<file path="src/rtl/core/msp_pkg.sv">
// ----------------------------------------------------------------------------
// msp_pkg
// Shared types and constants for the multi-axis step pulse generator: word
// layouts of the tick and result channels, field widths, reset values.
// ----------------------------------------------------------------------------
`default_nettype none

package msp_pkg;

    // Defaults for the top-level parameters
    localparam int CHANNELS_DEF      = 8;
    localparam int POSITION_BITS_DEF = 17;
    localparam int DIVIDER_BITS_DEF  = 6;

    // Fixed field widths of the channel words
    localparam int ENDSTOPS_W = 8;
    localparam int CHANNEL_W  = 3;
    localparam int TARGET_W   = 17;
    localparam int DIVIDER_W  = 6;
    localparam int MASK_W     = 8;
    localparam int POSITION_W = 17;

    // Position of every channel after reset
    localparam int POS_RESET = 10;

    // Level of an endstop input that reads as switch hit
    localparam logic ENDSTOP_HIT = 1'b1;

    // One tick word
    typedef struct packed {
        logic [ENDSTOPS_W-1:0] endstops;
        logic                  load_target;
        logic [CHANNEL_W-1:0]  channel;
        logic [TARGET_W-1:0]   new_target;
        logic [DIVIDER_W-1:0]  divider;
    } in_word_t;

    // One result word
    typedef struct packed {
        logic [MASK_W-1:0]     step_pulses;
        logic [MASK_W-1:0]     directions;
        logic [MASK_W-1:0]     at_target;
        logic [POSITION_W-1:0] position;
    } out_word_t;

    // Per-channel outcome of one update
    typedef struct packed {
        logic pulse;
        logic dir;
        logic at;
    } step_flags_t;

endpackage

`default_nettype wire

</file>
<file path="src/rtl/core/msp_if.sv">
// ----------------------------------------------------------------------------
// msp_if
// Valid/ready channels of the step pulse generator: tick words in, result
// words out.
// ----------------------------------------------------------------------------
`default_nettype none

interface msp_in_if;
    import msp_pkg::*;

    logic     valid;
    logic     ready;
    in_word_t data;

    modport source (output valid, output data, input ready);
    modport sink   (input valid, input data, output ready);
endinterface

interface msp_out_if;
    import msp_pkg::*;

    logic      valid;
    logic      ready;
    out_word_t data;

    modport source (output valid, output data, input ready);
    modport sink   (input valid, input data, output ready);
endinterface

`default_nettype wire

</file>
<file path="src/rtl/core/msp_mod_unit.sv">
// ----------------------------------------------------------------------------
// msp_mod_unit
// Restoring remainder unit: one dividend bit per cycle over all DIVIDER_BITS+1
// dividend bits, then a one-cycle done pulse with the remainder.
// ----------------------------------------------------------------------------
`default_nettype none

module msp_mod_unit #(
    parameter int DIVIDER_BITS = msp_pkg::DIVIDER_BITS_DEF
) (
    input  logic                    clk,
    input  logic                    rst_n,
    input  logic                    start,
    input  logic [DIVIDER_BITS:0]   dividend,
    input  logic [DIVIDER_BITS-1:0] divisor,
    output logic                    done,
    output logic [DIVIDER_BITS-1:0] rem
);
    import msp_pkg::*;

    localparam int STEP_W = $clog2(DIVIDER_BITS + 1);

    logic                    busy_reg;
    logic                    done_reg;
    logic [STEP_W-1:0]       step_reg;
    logic [DIVIDER_BITS:0]   x_reg;
    logic [DIVIDER_BITS-1:0] r_reg;

    logic [DIVIDER_BITS:0]   trial;
    logic [DIVIDER_BITS:0]   div_ext;
    logic [DIVIDER_BITS:0]   r_next;

    // Shift in the next dividend bit, subtract the divisor where it fits
    assign trial   = {r_reg, x_reg[DIVIDER_BITS]};
    assign div_ext = {1'b0, divisor};
    assign r_next  = (trial >= div_ext) ? (trial - div_ext) : trial;

    // Sequence control
    always_ff @(posedge clk or negedge rst_n)
    begin
        if (!rst_n)
        begin
            busy_reg <= 1'b0;
            done_reg <= 1'b0;
            step_reg <= '0;
        end
        else
        begin
            done_reg <= busy_reg && (step_reg == '0);
            if (start)
            begin
                busy_reg <= 1'b1;
                step_reg <= STEP_W'(DIVIDER_BITS);
            end
            else if (busy_reg)
            begin
                if (step_reg == '0)
                begin
                    busy_reg <= 1'b0;
                end
                else
                begin
                    step_reg <= step_reg - 1'b1;
                end
            end
        end
    end

    // Partial remainder and dividend shifter
    always_ff @(posedge clk)
    begin
        if (start)
        begin
            x_reg <= dividend;
            r_reg <= '0;
        end
        else if (busy_reg)
        begin
            x_reg <= x_reg << 1;
            r_reg <= r_next[DIVIDER_BITS-1:0];
        end
    end

    assign done = done_reg;
    assign rem  = r_reg;

endmodule

`default_nettype wire

</file>
<file path="src/rtl/core/msp_step_unit.sv">
// ----------------------------------------------------------------------------
// msp_step_unit
// Update of one channel for one tick: step toward the target or home
// against the endstop, with pulse, direction and at-target flags.
// ----------------------------------------------------------------------------
`default_nettype none

module msp_step_unit #(
    parameter int POSITION_BITS = msp_pkg::POSITION_BITS_DEF
) (
    input  logic [POSITION_BITS-1:0] pos,
    input  logic [POSITION_BITS-1:0] tgt,
    input  logic                     wrap,
    input  logic                     hit,
    output logic [POSITION_BITS-1:0] next_pos,
    output msp_pkg::step_flags_t     flags
);
    import msp_pkg::*;

    logic below;
    logic homing;

    assign below  = pos < tgt;
    assign homing = (tgt == '0);

    // Move one step, zero on endstop, or pulse down while homing
    always_comb
    begin
        next_pos    = pos;
        flags.pulse = 1'b0;
        flags.dir   = below;
        priority if (!homing)
        begin
            if (wrap && (pos != tgt))
            begin
                flags.pulse = 1'b1;
                next_pos    = below ? (pos + 1'b1) : (pos - 1'b1);
            end
        end
        else if (hit)
        begin
            next_pos = '0;
        end
        else
        begin
            // hold the position and pulse down until the endstop reads hit
            if (wrap && (pos != '0))
            begin
                flags.pulse = 1'b1;
            end
        end
        flags.at = (next_pos == tgt);
    end

endmodule

`default_nettype wire

</file>
<file path="src/rtl/core/multi_axis_step_pulse_generator_unit.sv">
// ----------------------------------------------------------------------------
// multi_axis_step_pulse_generator_unit
// Step/direction generator for several stepper channels, one tick per word.
// ----------------------------------------------------------------------------
// Each accepted tick word optionally loads a new target into the addressed
// channel, then a sequencer walks the channels one per cycle through a single
// shared update unit (rate count, step toward target or homing), save while a
// channel waits on the remainder unit. A new tick is taken only once the sweep
// has ended; the result word is then held in an output register, so the next
// tick is taken while it waits. A channel whose count plus one exceeds the
// divider (the divider was lowered below it) goes through the bit-serial
// remainder unit, which lengthens the sweep of that tick. A target of zero
// homes the channel against its endstop.
// ----------------------------------------------------------------------------
`default_nettype none

module multi_axis_step_pulse_generator_unit #(
    parameter int CHANNELS      = msp_pkg::CHANNELS_DEF,
    parameter int POSITION_BITS = msp_pkg::POSITION_BITS_DEF,
    parameter int DIVIDER_BITS  = msp_pkg::DIVIDER_BITS_DEF
) (
    input  logic     clk,
    input  logic     rst_n,
    msp_in_if.sink   tick,
    msp_out_if.source result
);
    import msp_pkg::*;

    localparam int IDX_W = (CHANNELS > 1) ? $clog2(CHANNELS) : 1;
    localparam logic [IDX_W-1:0] LAST_IDX = IDX_W'(CHANNELS - 1);

    localparam logic [1:0] S_IDLE = 2'd0;
    localparam logic [1:0] S_CALC = 2'd1;
    localparam logic [1:0] S_MOD  = 2'd2;
    localparam logic [1:0] S_DONE = 2'd3;

    // Control state
    logic [1:0]       state_reg;
    logic [1:0]       state_next;
    logic [IDX_W-1:0] idx_reg;
    logic             out_valid_reg;

    // Per-channel state
    logic [POSITION_BITS-1:0] pos_arr_reg [CHANNELS];
    logic [POSITION_BITS-1:0] tgt_arr_reg [CHANNELS];
    logic [DIVIDER_BITS-1:0]  cnt_arr_reg [CHANNELS];

    // Tick word held for the sweep
    logic [ENDSTOPS_W-1:0]    ends_reg;
    logic [DIVIDER_BITS-1:0]  div_reg;
    logic [CHANNEL_W-1:0]     ch_reg;

    // Result collection
    logic [CHANNELS-1:0]      pulse_acc_reg;
    logic [CHANNELS-1:0]      dir_acc_reg;
    logic [CHANNELS-1:0]      at_acc_reg;
    logic [POSITION_W-1:0]    pos_cap_reg;
    out_word_t                out_word_reg;

    logic                     in_fire;
    logic                     out_fire;
    logic                     in_ch_ok;
    logic                     ch_ok;
    logic [DIVIDER_BITS-1:0]  div_in;
    logic [DIVIDER_BITS-1:0]  div_eff;
    logic [POSITION_BITS-1:0] cur_pos;
    logic [POSITION_BITS-1:0] cur_tgt;
    logic [DIVIDER_BITS-1:0]  cur_cnt;
    logic [DIVIDER_BITS:0]    cnt_inc;
    logic [DIVIDER_BITS:0]    div_ext;
    logic                     fast;
    logic [DIVIDER_BITS-1:0]  cnt_fast;
    logic [DIVIDER_BITS-1:0]  cnt_new;
    logic                     apply;
    logic                     mod_start;
    logic                     mod_done;
    logic [DIVIDER_BITS-1:0]  mod_rem;
    logic [ENDSTOPS_W-1:0]    ends_shift;
    logic                     hit;
    logic                     readback;
    logic [POSITION_BITS-1:0] step_pos;
    step_flags_t              step_flags;
    logic                     last;

    // Handshakes
    assign tick.ready   = (state_reg == S_IDLE);
    assign in_fire      = tick.valid && tick.ready;
    assign out_fire     = out_valid_reg && result.ready;
    assign result.valid = out_valid_reg;
    assign result.data  = out_word_reg;

    // Tick word decode
    assign in_ch_ok = int'(tick.data.channel) < CHANNELS;
    assign ch_ok    = int'(ch_reg) < CHANNELS;
    assign div_in   = DIVIDER_BITS'(tick.data.divider);
    assign div_eff  = (div_in == '0) ? DIVIDER_BITS'(1) : div_in;

    // Channel under update
    assign cur_pos = pos_arr_reg[idx_reg];
    assign cur_tgt = tgt_arr_reg[idx_reg];
    assign cur_cnt = cnt_arr_reg[idx_reg];

    // Advance the rate count; fall back to the remainder unit when it overshoots
    assign cnt_inc  = {1'b0, cur_cnt} + 1'b1;
    assign div_ext  = {1'b0, div_reg};
    assign fast     = (cnt_inc <= div_ext);
    assign cnt_fast = (cnt_inc == div_ext) ? '0 : cnt_inc[DIVIDER_BITS-1:0];
    assign cnt_new  = (state_reg == S_CALC) ? cnt_fast : mod_rem;

    assign mod_start = (state_reg == S_CALC) && !fast;
    assign apply     = ((state_reg == S_CALC) && fast) || ((state_reg == S_MOD) && mod_done);
    assign last      = (idx_reg == LAST_IDX);

    // Endstop of the current channel; channels past the input read as open
    assign ends_shift = ends_reg >> idx_reg;
    assign hit        = (ends_shift[0] == ENDSTOP_HIT);
    assign readback   = ch_ok && (IDX_W'(ch_reg) == idx_reg);

    msp_mod_unit #(
        .DIVIDER_BITS (DIVIDER_BITS)
    ) u_mod (
        .clk      (clk),
        .rst_n    (rst_n),
        .start    (mod_start),
        .dividend (cnt_inc),
        .divisor  (div_reg),
        .done     (mod_done),
        .rem      (mod_rem)
    );

    msp_step_unit #(
        .POSITION_BITS (POSITION_BITS)
    ) u_step (
        .pos      (cur_pos),
        .tgt      (cur_tgt),
        .wrap     (cnt_new == '0),
        .hit      (hit),
        .next_pos (step_pos),
        .flags    (step_flags)
    );

    // Sequencer
    always_comb
    begin
        state_next = state_reg;
        unique case (state_reg)
            S_IDLE:
            begin
                if (in_fire)
                begin
                    state_next = S_CALC;
                end
            end
            S_CALC:
            begin
                if (!fast)
                begin
                    state_next = S_MOD;
                end
                else if (last)
                begin
                    state_next = S_DONE;
                end
            end
            S_MOD:
            begin
                if (mod_done)
                begin
                    state_next = last ? S_DONE : S_CALC;
                end
            end
            S_DONE:
            begin
                if (!out_valid_reg || result.ready)
                begin
                    state_next = S_IDLE;
                end
            end
            default:
            begin
                state_next = S_IDLE;
            end
        endcase
    end

    // Control registers and channel state
    always_ff @(posedge clk or negedge rst_n)
    begin
        if (!rst_n)
        begin
            state_reg     <= S_IDLE;
            idx_reg       <= '0;
            out_valid_reg <= 1'b0;
            for (int i = 0; i < CHANNELS; i++)
            begin
                pos_arr_reg[i] <= POSITION_BITS'(POS_RESET);
                tgt_arr_reg[i] <= '0;
                cnt_arr_reg[i] <= '0;
            end
        end
        else
        begin
            state_reg <= state_next;

            // Load the target before the sweep
            if (in_fire)
            begin
                idx_reg <= '0;
                if (tick.data.load_target && in_ch_ok)
                begin
                    tgt_arr_reg[IDX_W'(tick.data.channel)] <=
                        POSITION_BITS'(tick.data.new_target);
                end
            end

            // Write back the updated channel and advance
            if (apply)
            begin
                pos_arr_reg[idx_reg] <= step_pos;
                cnt_arr_reg[idx_reg] <= cnt_new;
                if (!last)
                begin
                    idx_reg <= idx_reg + 1'b1;
                end
            end

            // Hand the result word to the output register
            if ((state_reg == S_DONE) && (!out_valid_reg || result.ready))
            begin
                out_valid_reg <= 1'b1;
            end
            else if (out_fire)
            begin
                out_valid_reg <= 1'b0;
            end
        end
    end

    // Tick word capture and result collection
    always_ff @(posedge clk)
    begin
        if (in_fire)
        begin
            ends_reg    <= tick.data.endstops;
            div_reg     <= div_eff;
            ch_reg      <= tick.data.channel;
            pos_cap_reg <= '0;
        end
        if (apply)
        begin
            pulse_acc_reg[idx_reg] <= step_flags.pulse;
            dir_acc_reg[idx_reg]   <= step_flags.dir;
            at_acc_reg[idx_reg]    <= step_flags.at;
            if (readback)
            begin
                pos_cap_reg <= POSITION_W'(step_pos);
            end
        end
        if ((state_reg == S_DONE) && (!out_valid_reg || result.ready))
        begin
            out_word_reg.step_pulses <= MASK_W'(pulse_acc_reg);
            out_word_reg.directions  <= MASK_W'(dir_acc_reg);
            out_word_reg.at_target   <= MASK_W'(at_acc_reg);
            out_word_reg.position    <= pos_cap_reg;
        end
    end

endmodule

`default_nettype wire

</file>
<file path="src/flat_wrapper.sv">
// flat-port wrapper written by rule: the top's interface ports become plain ports
module multi_axis_step_pulse_generator_unit_flat import msp_pkg::*;
#(
    parameter int CHANNELS      = msp_pkg::CHANNELS_DEF,
    parameter int POSITION_BITS = msp_pkg::POSITION_BITS_DEF,
    parameter int DIVIDER_BITS  = msp_pkg::DIVIDER_BITS_DEF
)
  (clk, rst_n, tick_valid, tick_data, tick_ready, result_valid, result_data, result_ready);
  msp_in_if tick_i ();
  msp_out_if result_i ();
  input  logic clk;
  input  logic rst_n;
  input wire logic [$bits(tick_i.valid)-1:0] tick_valid;
  input wire logic [$bits(tick_i.data)-1:0] tick_data;
  output wire logic [$bits(tick_i.ready)-1:0] tick_ready;
  output wire logic [$bits(result_i.valid)-1:0] result_valid;
  output wire logic [$bits(result_i.data)-1:0] result_data;
  input wire logic [$bits(result_i.ready)-1:0] result_ready;
  assign tick_i.valid = tick_valid;
  assign tick_i.data = tick_data;
  assign tick_ready = tick_i.ready;
  assign result_valid = result_i.valid;
  assign result_data = result_i.data;
  assign result_i.ready = result_ready;
  multi_axis_step_pulse_generator_unit #(.CHANNELS(CHANNELS), .POSITION_BITS(POSITION_BITS), .DIVIDER_BITS(DIVIDER_BITS)) u_core (.clk(clk), .rst_n(rst_n), .tick(tick_i), .result(result_i));
endmodule
</file>
<file path="config.mk">
export PLATFORM = sky130hd
export DESIGN_NAME = multi_axis_step_pulse_generator_unit_flat
export DESIGN_NICKNAME = d
export VERILOG_FILES = /design/src/rtl/core/msp_pkg.sv /design/src/rtl/core/msp_if.sv /design/src/rtl/core/msp_mod_unit.sv /design/src/rtl/core/msp_step_unit.sv /design/src/rtl/core/multi_axis_step_pulse_generator_unit.sv /design/src/flat_wrapper.sv
export SDC_FILE = /design/constraint.sdc
export NUM_CORES = 1
export LEC_CHECK = 0
export BUFFER_PORTS_ARGS = -buffer_cell sky130_fd_sc_hd__buf_2
export CORE_MARGIN = 5
export CORE_UTILIZATION = 40
export DETAILED_ROUTE_END_ITERATION = 10
export PLACE_DENSITY_LB_ADDON = 0.12
export SYNTH_ARGS = -nofsm -noshare
export SYNTH_HDL_FRONTEND = slang
export SYNTH_SLANG_ARGS = --single-unit
</file>
<file path="constraint.sdc">
create_clock -name clk -period 6.9 [get_ports clk]
set_clock_uncertainty 0.2 [all_clocks]
set_input_delay 1.38 -clock clk [delete_from_list [all_inputs] [get_ports clk]]
set_output_delay 1.38 -clock clk [all_outputs]
set_load 0.01 [all_outputs]
</file>
Yosys cells after proc, flatten, opt, wreduce, memory -nomap -nowiden
Cells that the tools add are included.
{"block": "word_totals", "regBits": 443, "out_inout_bits": 43, "word_cells": 158}
{"block": "op_classes", "add_sub_neg": 6, "order_cmp": 9, "eq_ne": 13, "n_shift": 1, "n_mux": 57, "bitwise": 2, "n_reduce_logical": 27}
{"operator": "bitwise mux 136 bit", "count": 2}
{"operator": "2-to-1 mux 17 bit", "count": 13}
{"operator": "binary-select mux 17 bit (select 3 bit)", "count": 2}
{"operator": "demux 17 bit (select 3 bit)", "count": 2}
{"operator": "bitwise mux 48 bit", "count": 1}
{"operator": "2-to-1 mux 6 bit", "count": 6}
{"operator": "bitwise mux 8 bit", "count": 3}
{"operator": "binary-select mux 6 bit (select 3 bit)", "count": 1}
{"operator": "demux 6 bit (select 3 bit)", "count": 1}
{"operator": "2-to-1 mux 3 bit", "count": 6}
{"operator": "adder 17 x 1 -> 17 bit, second input constant", "count": 1}
{"operator": "== test 17 bit", "count": 1}
{"operator": "zero test 17 bit", "count": 1}
{"operator": "less-than comparator 17 bit", "count": 1}
{"operator": "inequality test 17 bit", "count": 1}
{"operator": "nonzero test 17 bit", "count": 1}
{"operator": "subtractor 17 x 1 -> 17 bit, second input constant", "count": 1}
{"operator": "2-to-1 mux 7 bit", "count": 2}
{"operator": "logical AND 1 bit", "count": 12}
{"operator": "zero test 6 bit", "count": 2}
{"operator": "2-to-1 mux 2 bit", "count": 6}
{"operator": "2-to-1 mux 1 bit", "count": 10}
{"operator": "greater-or-equal comparator 4 bit, second input constant", "count": 2}
{"operator": "less-than comparator 4 x 1 -> 1 bit, second input constant", "count": 2}
{"operator": "other kinds (27)", "count": 35}

Logic depth before layout (Yosys ltp)
{"block": "depth", "depth_word": 14, "mapped_depth": 31, "mapped_depth_nobuf": 24}

Modules after synthesis
From an unflattened synthesis, not the netlist that was laid out.
{"block": "hier_totals", "hier_cells": 1669, "area_unflattened_um2": 21445.6}
{"mod": "multi_axis_step_pulse_generator_unit", "n_inst": 1, "cells_per_inst": 1238, "area_per_inst_um2": 18106.1, "seq_area_each_um2": 10980.5}
{"mod": "msp_step_unit", "n_inst": 1, "cells_per_inst": 316, "area_per_inst_um2": 2203.4, "seq_area_each_um2": 0.0}
{"mod": "msp_mod_unit", "n_inst": 1, "cells_per_inst": 115, "area_per_inst_um2": 1136.1, "seq_area_each_um2": 455.4}

Worst setup path before layout
No wires, ideal clock.
{"block": "synth_timing", "path_type": "flip-flop to flip-flop", "start": "reg u_core.idx_reg[0]", "end": "reg u_core.at_acc_reg[0] (data pin)", "setup_time_ns": 0.168, "arrival_ns": 7.126, "required_time_ns": 6.532, "slack_ns": -0.595, "stages_incl_launch_ff": 30, "synth_period_minus_slack_ns": 7.495, "path_cell_list": "dfrtp_1 > buf_6 > buf_12 > buf_6 > buf_6 > buf_6 > buf_2 > buf_1 > mux4_2 > mux2i_1 > inv_1 > ha_1 > a21o_1 > a211o_1 > o221ai_1 > a21oi_1 > nor2_1 > inv_1 > ha_1 > a21o_1 > a21oi_1 > a211oi_1 > o31ai_1 > a21oi_1 > or3_1 > a2111oi_0 > a31oi_1 > a31o_1 > nor4b_2 > and4_1"}
{"item": "start, declared", "line": "multi_axis_step_pulse_generator_unit.sv:40", "rtl": "logic [IDX_W-1:0] idx_reg;"}
{"item": "start signal, assigned", "line": "multi_axis_step_pulse_generator_unit.sv:223", "rtl": "idx_reg <= idx_reg + 1'b1;"}
{"item": "end signal, assigned by index", "line": "multi_axis_step_pulse_generator_unit.sv:253", "rtl": "at_acc_reg[idx_reg] <= step_flags.at;"}
{"item": "end, declared", "line": "multi_axis_step_pulse_generator_unit.sv:56", "rtl": "logic [CHANNELS-1:0] at_acc_reg;"}

==> impl_results.md <==
- Tcrit/Tclk final: 94.7%
- Final Hold Slack: 218 ps
- M3 GR Usage: 3.31%
- Antenna violations before repair: 0
- Placer's final routability congestion estimate: 0.923
- Critical path launch point: u_core.idx_reg[2]
- Status: finished, final reports clean
- Net Count, Synth: 1906
- Share of cells above drive strength 1: 28.3%
- DRC viols: 0
- Rel. slew slack: 32.4%
- Setup TNS: 0 ps
- Mapped Cells: 1816
- Yosys cell types: 95
- Reg-to-reg endpoint: u_core.at_acc_reg[1]
- Arr. time, crit path: 6780 ps
- CP Depth: 19
- Worst hold-check path type: reg2reg
- CTS Buffer Depth: 3
- Mapped Area: 0.0212 sq mm
- Largest net degree at the start of global routing: 134
- Critical path class: reg2reg
- Area growth from synthesis to final layout: 16.6%
- Final min period: 6540 ps
- Synth Flop Type: dfrtp_1
- Clk Latency, worst-skew pair: 590 ps
- End-of-flow core utilization: 47.0%
- Ys async rst share: 74.7%
- Slew at the pin closest to its max-slew limit: 1010 ps
- Area occupied by multi-input gates: 0.00919 sq mm
- IO buf count: 81
- Core Box Area: 0.0526 sq mm
- Flops & latches, synth: 443
- Antenna-violating nets left: 0
- Via/cell ratio: 5.56
- Sink Count: 443
- CTS buffer count: 48
- Critical path fanouts, max: 27
- Via count: 15.1k
- Worst setup path end: u_core.at_acc_reg[1]
- Critical Path Source Type: flop
- DRT Pass-1 Iters: 6
- Height of the die: 240 um
- Filler Cells Inserted: 4854
- GRT Overall Usage: 21.2%
- Num rows: 84
- Synthesis warning total: 0
- Routing usage on met1: 30.6%
- Worst R2R Setup Slack: 360 ps
- Reg2reg path depth: 19
- Global routing's busiest layer: met2
- Worst Setup End Kind: flop
- Final net count: 2070
- H-tree Lvls: 2
- Critical Path Max Stage Delay: 680 ps
- Starting density of the core: 40.3%
- Final Hold Vio Count: 0
- Global routing usage on met2: 34.1%
- Dpl hpwl: 42.8 mm
- Crit path max-delay family: simple AND/OR/NAND/NOR gates
- Total grt overflow: 0
- Endpoints failing setup: 0
- CTS tree: yes
- Seq/Total Area, Yosys: 54.0%
- First-pass GRT wire length: 94.3 mm
- CP dominant cell by count: buf_4
- Crit path cell chain: buf_4, or2_2, o22ai_1, nor2_1, ha_1, xnor2_1, ha_1, nand4_1, nor2_1, a21boi_0, o31a_2, and4b_2, nand2_2, buf_4, a31oi_4, xnor2_1, nor4b_2, and4_1, buf_4
- Register cell area after layout: 0.0114 sq mm
- Hold Startpoint: u_core.pulse_acc_reg[6]
- EDFF count, synth: 89
- Syn Area/Cell: 11.7 sq um
- Antenna cells: 0
- Slew Limit Fails: 0
- Die area: 0.0577 sq mm
- Max-Cap Viols: 0
- WL final: 61.1 mm
- RSZ-0062 raised after global routing: no
- Die Wd: 240 um
- CP bufs+invs: 3
- Critical-path top delay cell: dfrtp_4
- Fmax: 153 MHz
- Wire per inst: 22.6 um
- DR iter-0 viols: 1154
- # IOs: 82
- Vias in the first global route: 15.2k
- CP Data Required Time: 7140 ps
- Clk slew on worst S/H paths: 60 ps
- Post-CTS setup buffer count: 0
- Root buffer cell: clkbuf_16
- Worst r2r src: u_core.idx_reg[2]
[metal layers]
layer  routed length, um  part of all wire, %
met3                3230                  5.3
met4                 971                  1.6
met2               28500                   47
met5                   0                    0
met1               28300                   46
[how the worst min path moves through the flow]
stage	endpoint	slack, ps	cells after the start
finish	u_core.result.data[39]	220	0
global route	u_core.result.data[31]	230	0
CTS	u_core.result.data[31]	220	0
detailed placement	u_core.result.data[20]	210	0
global placement	u_core.result.data[32]	200	0
floorplan	u_core.result.data[17]	200	0
[worst register-to-register path, stage by stage (launching register included)]
cell and delay [ps]:
dfrtp_4 680, buf_4 270, or2_2 370, o22ai_1 450
nor2_1 120, ha_1 240, xnor2_1 480, ha_1 260
nand4_1 90, nor2_1 180, a21boi_0 350, o31a_2 310
and4b_2 480, nand2_2 230, buf_4 280, a31oi_4 480
xnor2_1 270, nor4b_2 260, and4_1 220, buf_4 160
[synth_stat cells (8+ instances only)]
cell / n / share of area (%)
buf_6: 10 / 0.53
mux2i_1: 62 / 2.9
edfxtp_1: 89 / 13
nand3_1: 15 / 0.35
a221oi_1: 15 / 0.62
buf_2: 15 / 0.35
o211ai_1: 9 / 0.32
a21o_1: 8 / 0.28
dfstp_2: 16 / 2.0
nand2_1: 171 / 3.0
nand4_1: 15 / 0.44
o21ai_0: 125 / 3.0
mux4_2: 26 / 2.8
clkbuf_1: 64 / 1.1
a22oi_1: 13 / 0.46
xnor2_1: 17 / 0.70
nor4_1: 8 / 0.24
dfrtp_1: 315 / 37
nor2b_1: 12 / 0.35
mux2_2: 184 / 9.8
o21a_1: 11 / 0.39
inv_1: 44 / 0.78
ha_1: 49 / 2.9
nor2_1: 137 / 2.4
buf_1: 9 / 0.16
a211oi_1: 9 / 0.32
a221o_1: 9 / 0.43
o22ai_1: 14 / 0.41
nand2b_1: 10 / 0.30
a21oi_1: 126 / 3.0
and3_1: 12 / 0.35
dfxtp_1: 23 / 2.2
a31oi_1: 9 / 0.27
nor3_1: 22 / 0.52
xor2_1: 15 / 0.62
[kinds of logic (layout without fill, tap and decap cells)]
family	after synthesis	count (layout)	synth area share, %
adders and majority gates	51	51	3.08
muxes	284	284	16.5
xor gates and xnor gates	32	32	1.32
DFF	443	443	54.0
AOI/OAI and AO/OA	411	411	12.2
and+or+nand+nor	446	446	9.65
buffers and inverters	149	350	3.23
[cell type report]
type                       count  share of cell area [%]
clock inverter                18                   0.552
tap                          688                    3.48
clock buffer                  69                    5.55
inverter                      46                   0.698
timing repair buffer         217                    6.27
sequential                   443                    46.3
multi-input combinational   1224                    37.2
[per-stage QoR]
step / setup slack (ps) / instance area (sq um) / std cells
after floorplan: 7.41 / 21200 / 1816
after global placement: -33.2 / 23200 / 2618
after detailed placement: 32.1 / 23200 / 2618
after CTS: 154 / 24700 / 2705
after global routing: 10.0 / 24700 / 2705
final: 365 / 24700 / 2705
[what timing repair did]
item	4_1_cts	5_1_grt
resized for setup	1	8
endpoints found under the setup margin	8	8
pin swaps	0	0
hold buffers	0	0
[cell usage in the layout (no fill, tap or decap), types with 11 or more instances in the layout]
cell type    n
a21oi_1    125
a221oi_1    15
a22oi_1     13
and3_1      12
buf_2       80
buf_4      127
clkbuf_1    13
clkbuf_16   49
dfrtp_1    312
dfstp_2     16
dfxtp_1     23
edfxtp_1    89
ha_1        49
inv_1       43
mux2_2     184
mux2i_1     62
mux4_2      26
nand2_1    171
nand3_1     12
nand4_1     15
nor2_1     133
nor2b_1     12
nor3_1      15
o21a_1      11
o21ai_0    124
o22ai_1     14
xnor2_1     17
xor2_1      15
Power is not shown: default switching activity piles up to over one toggle a cycle in this logic, so the estimate is an artifact.
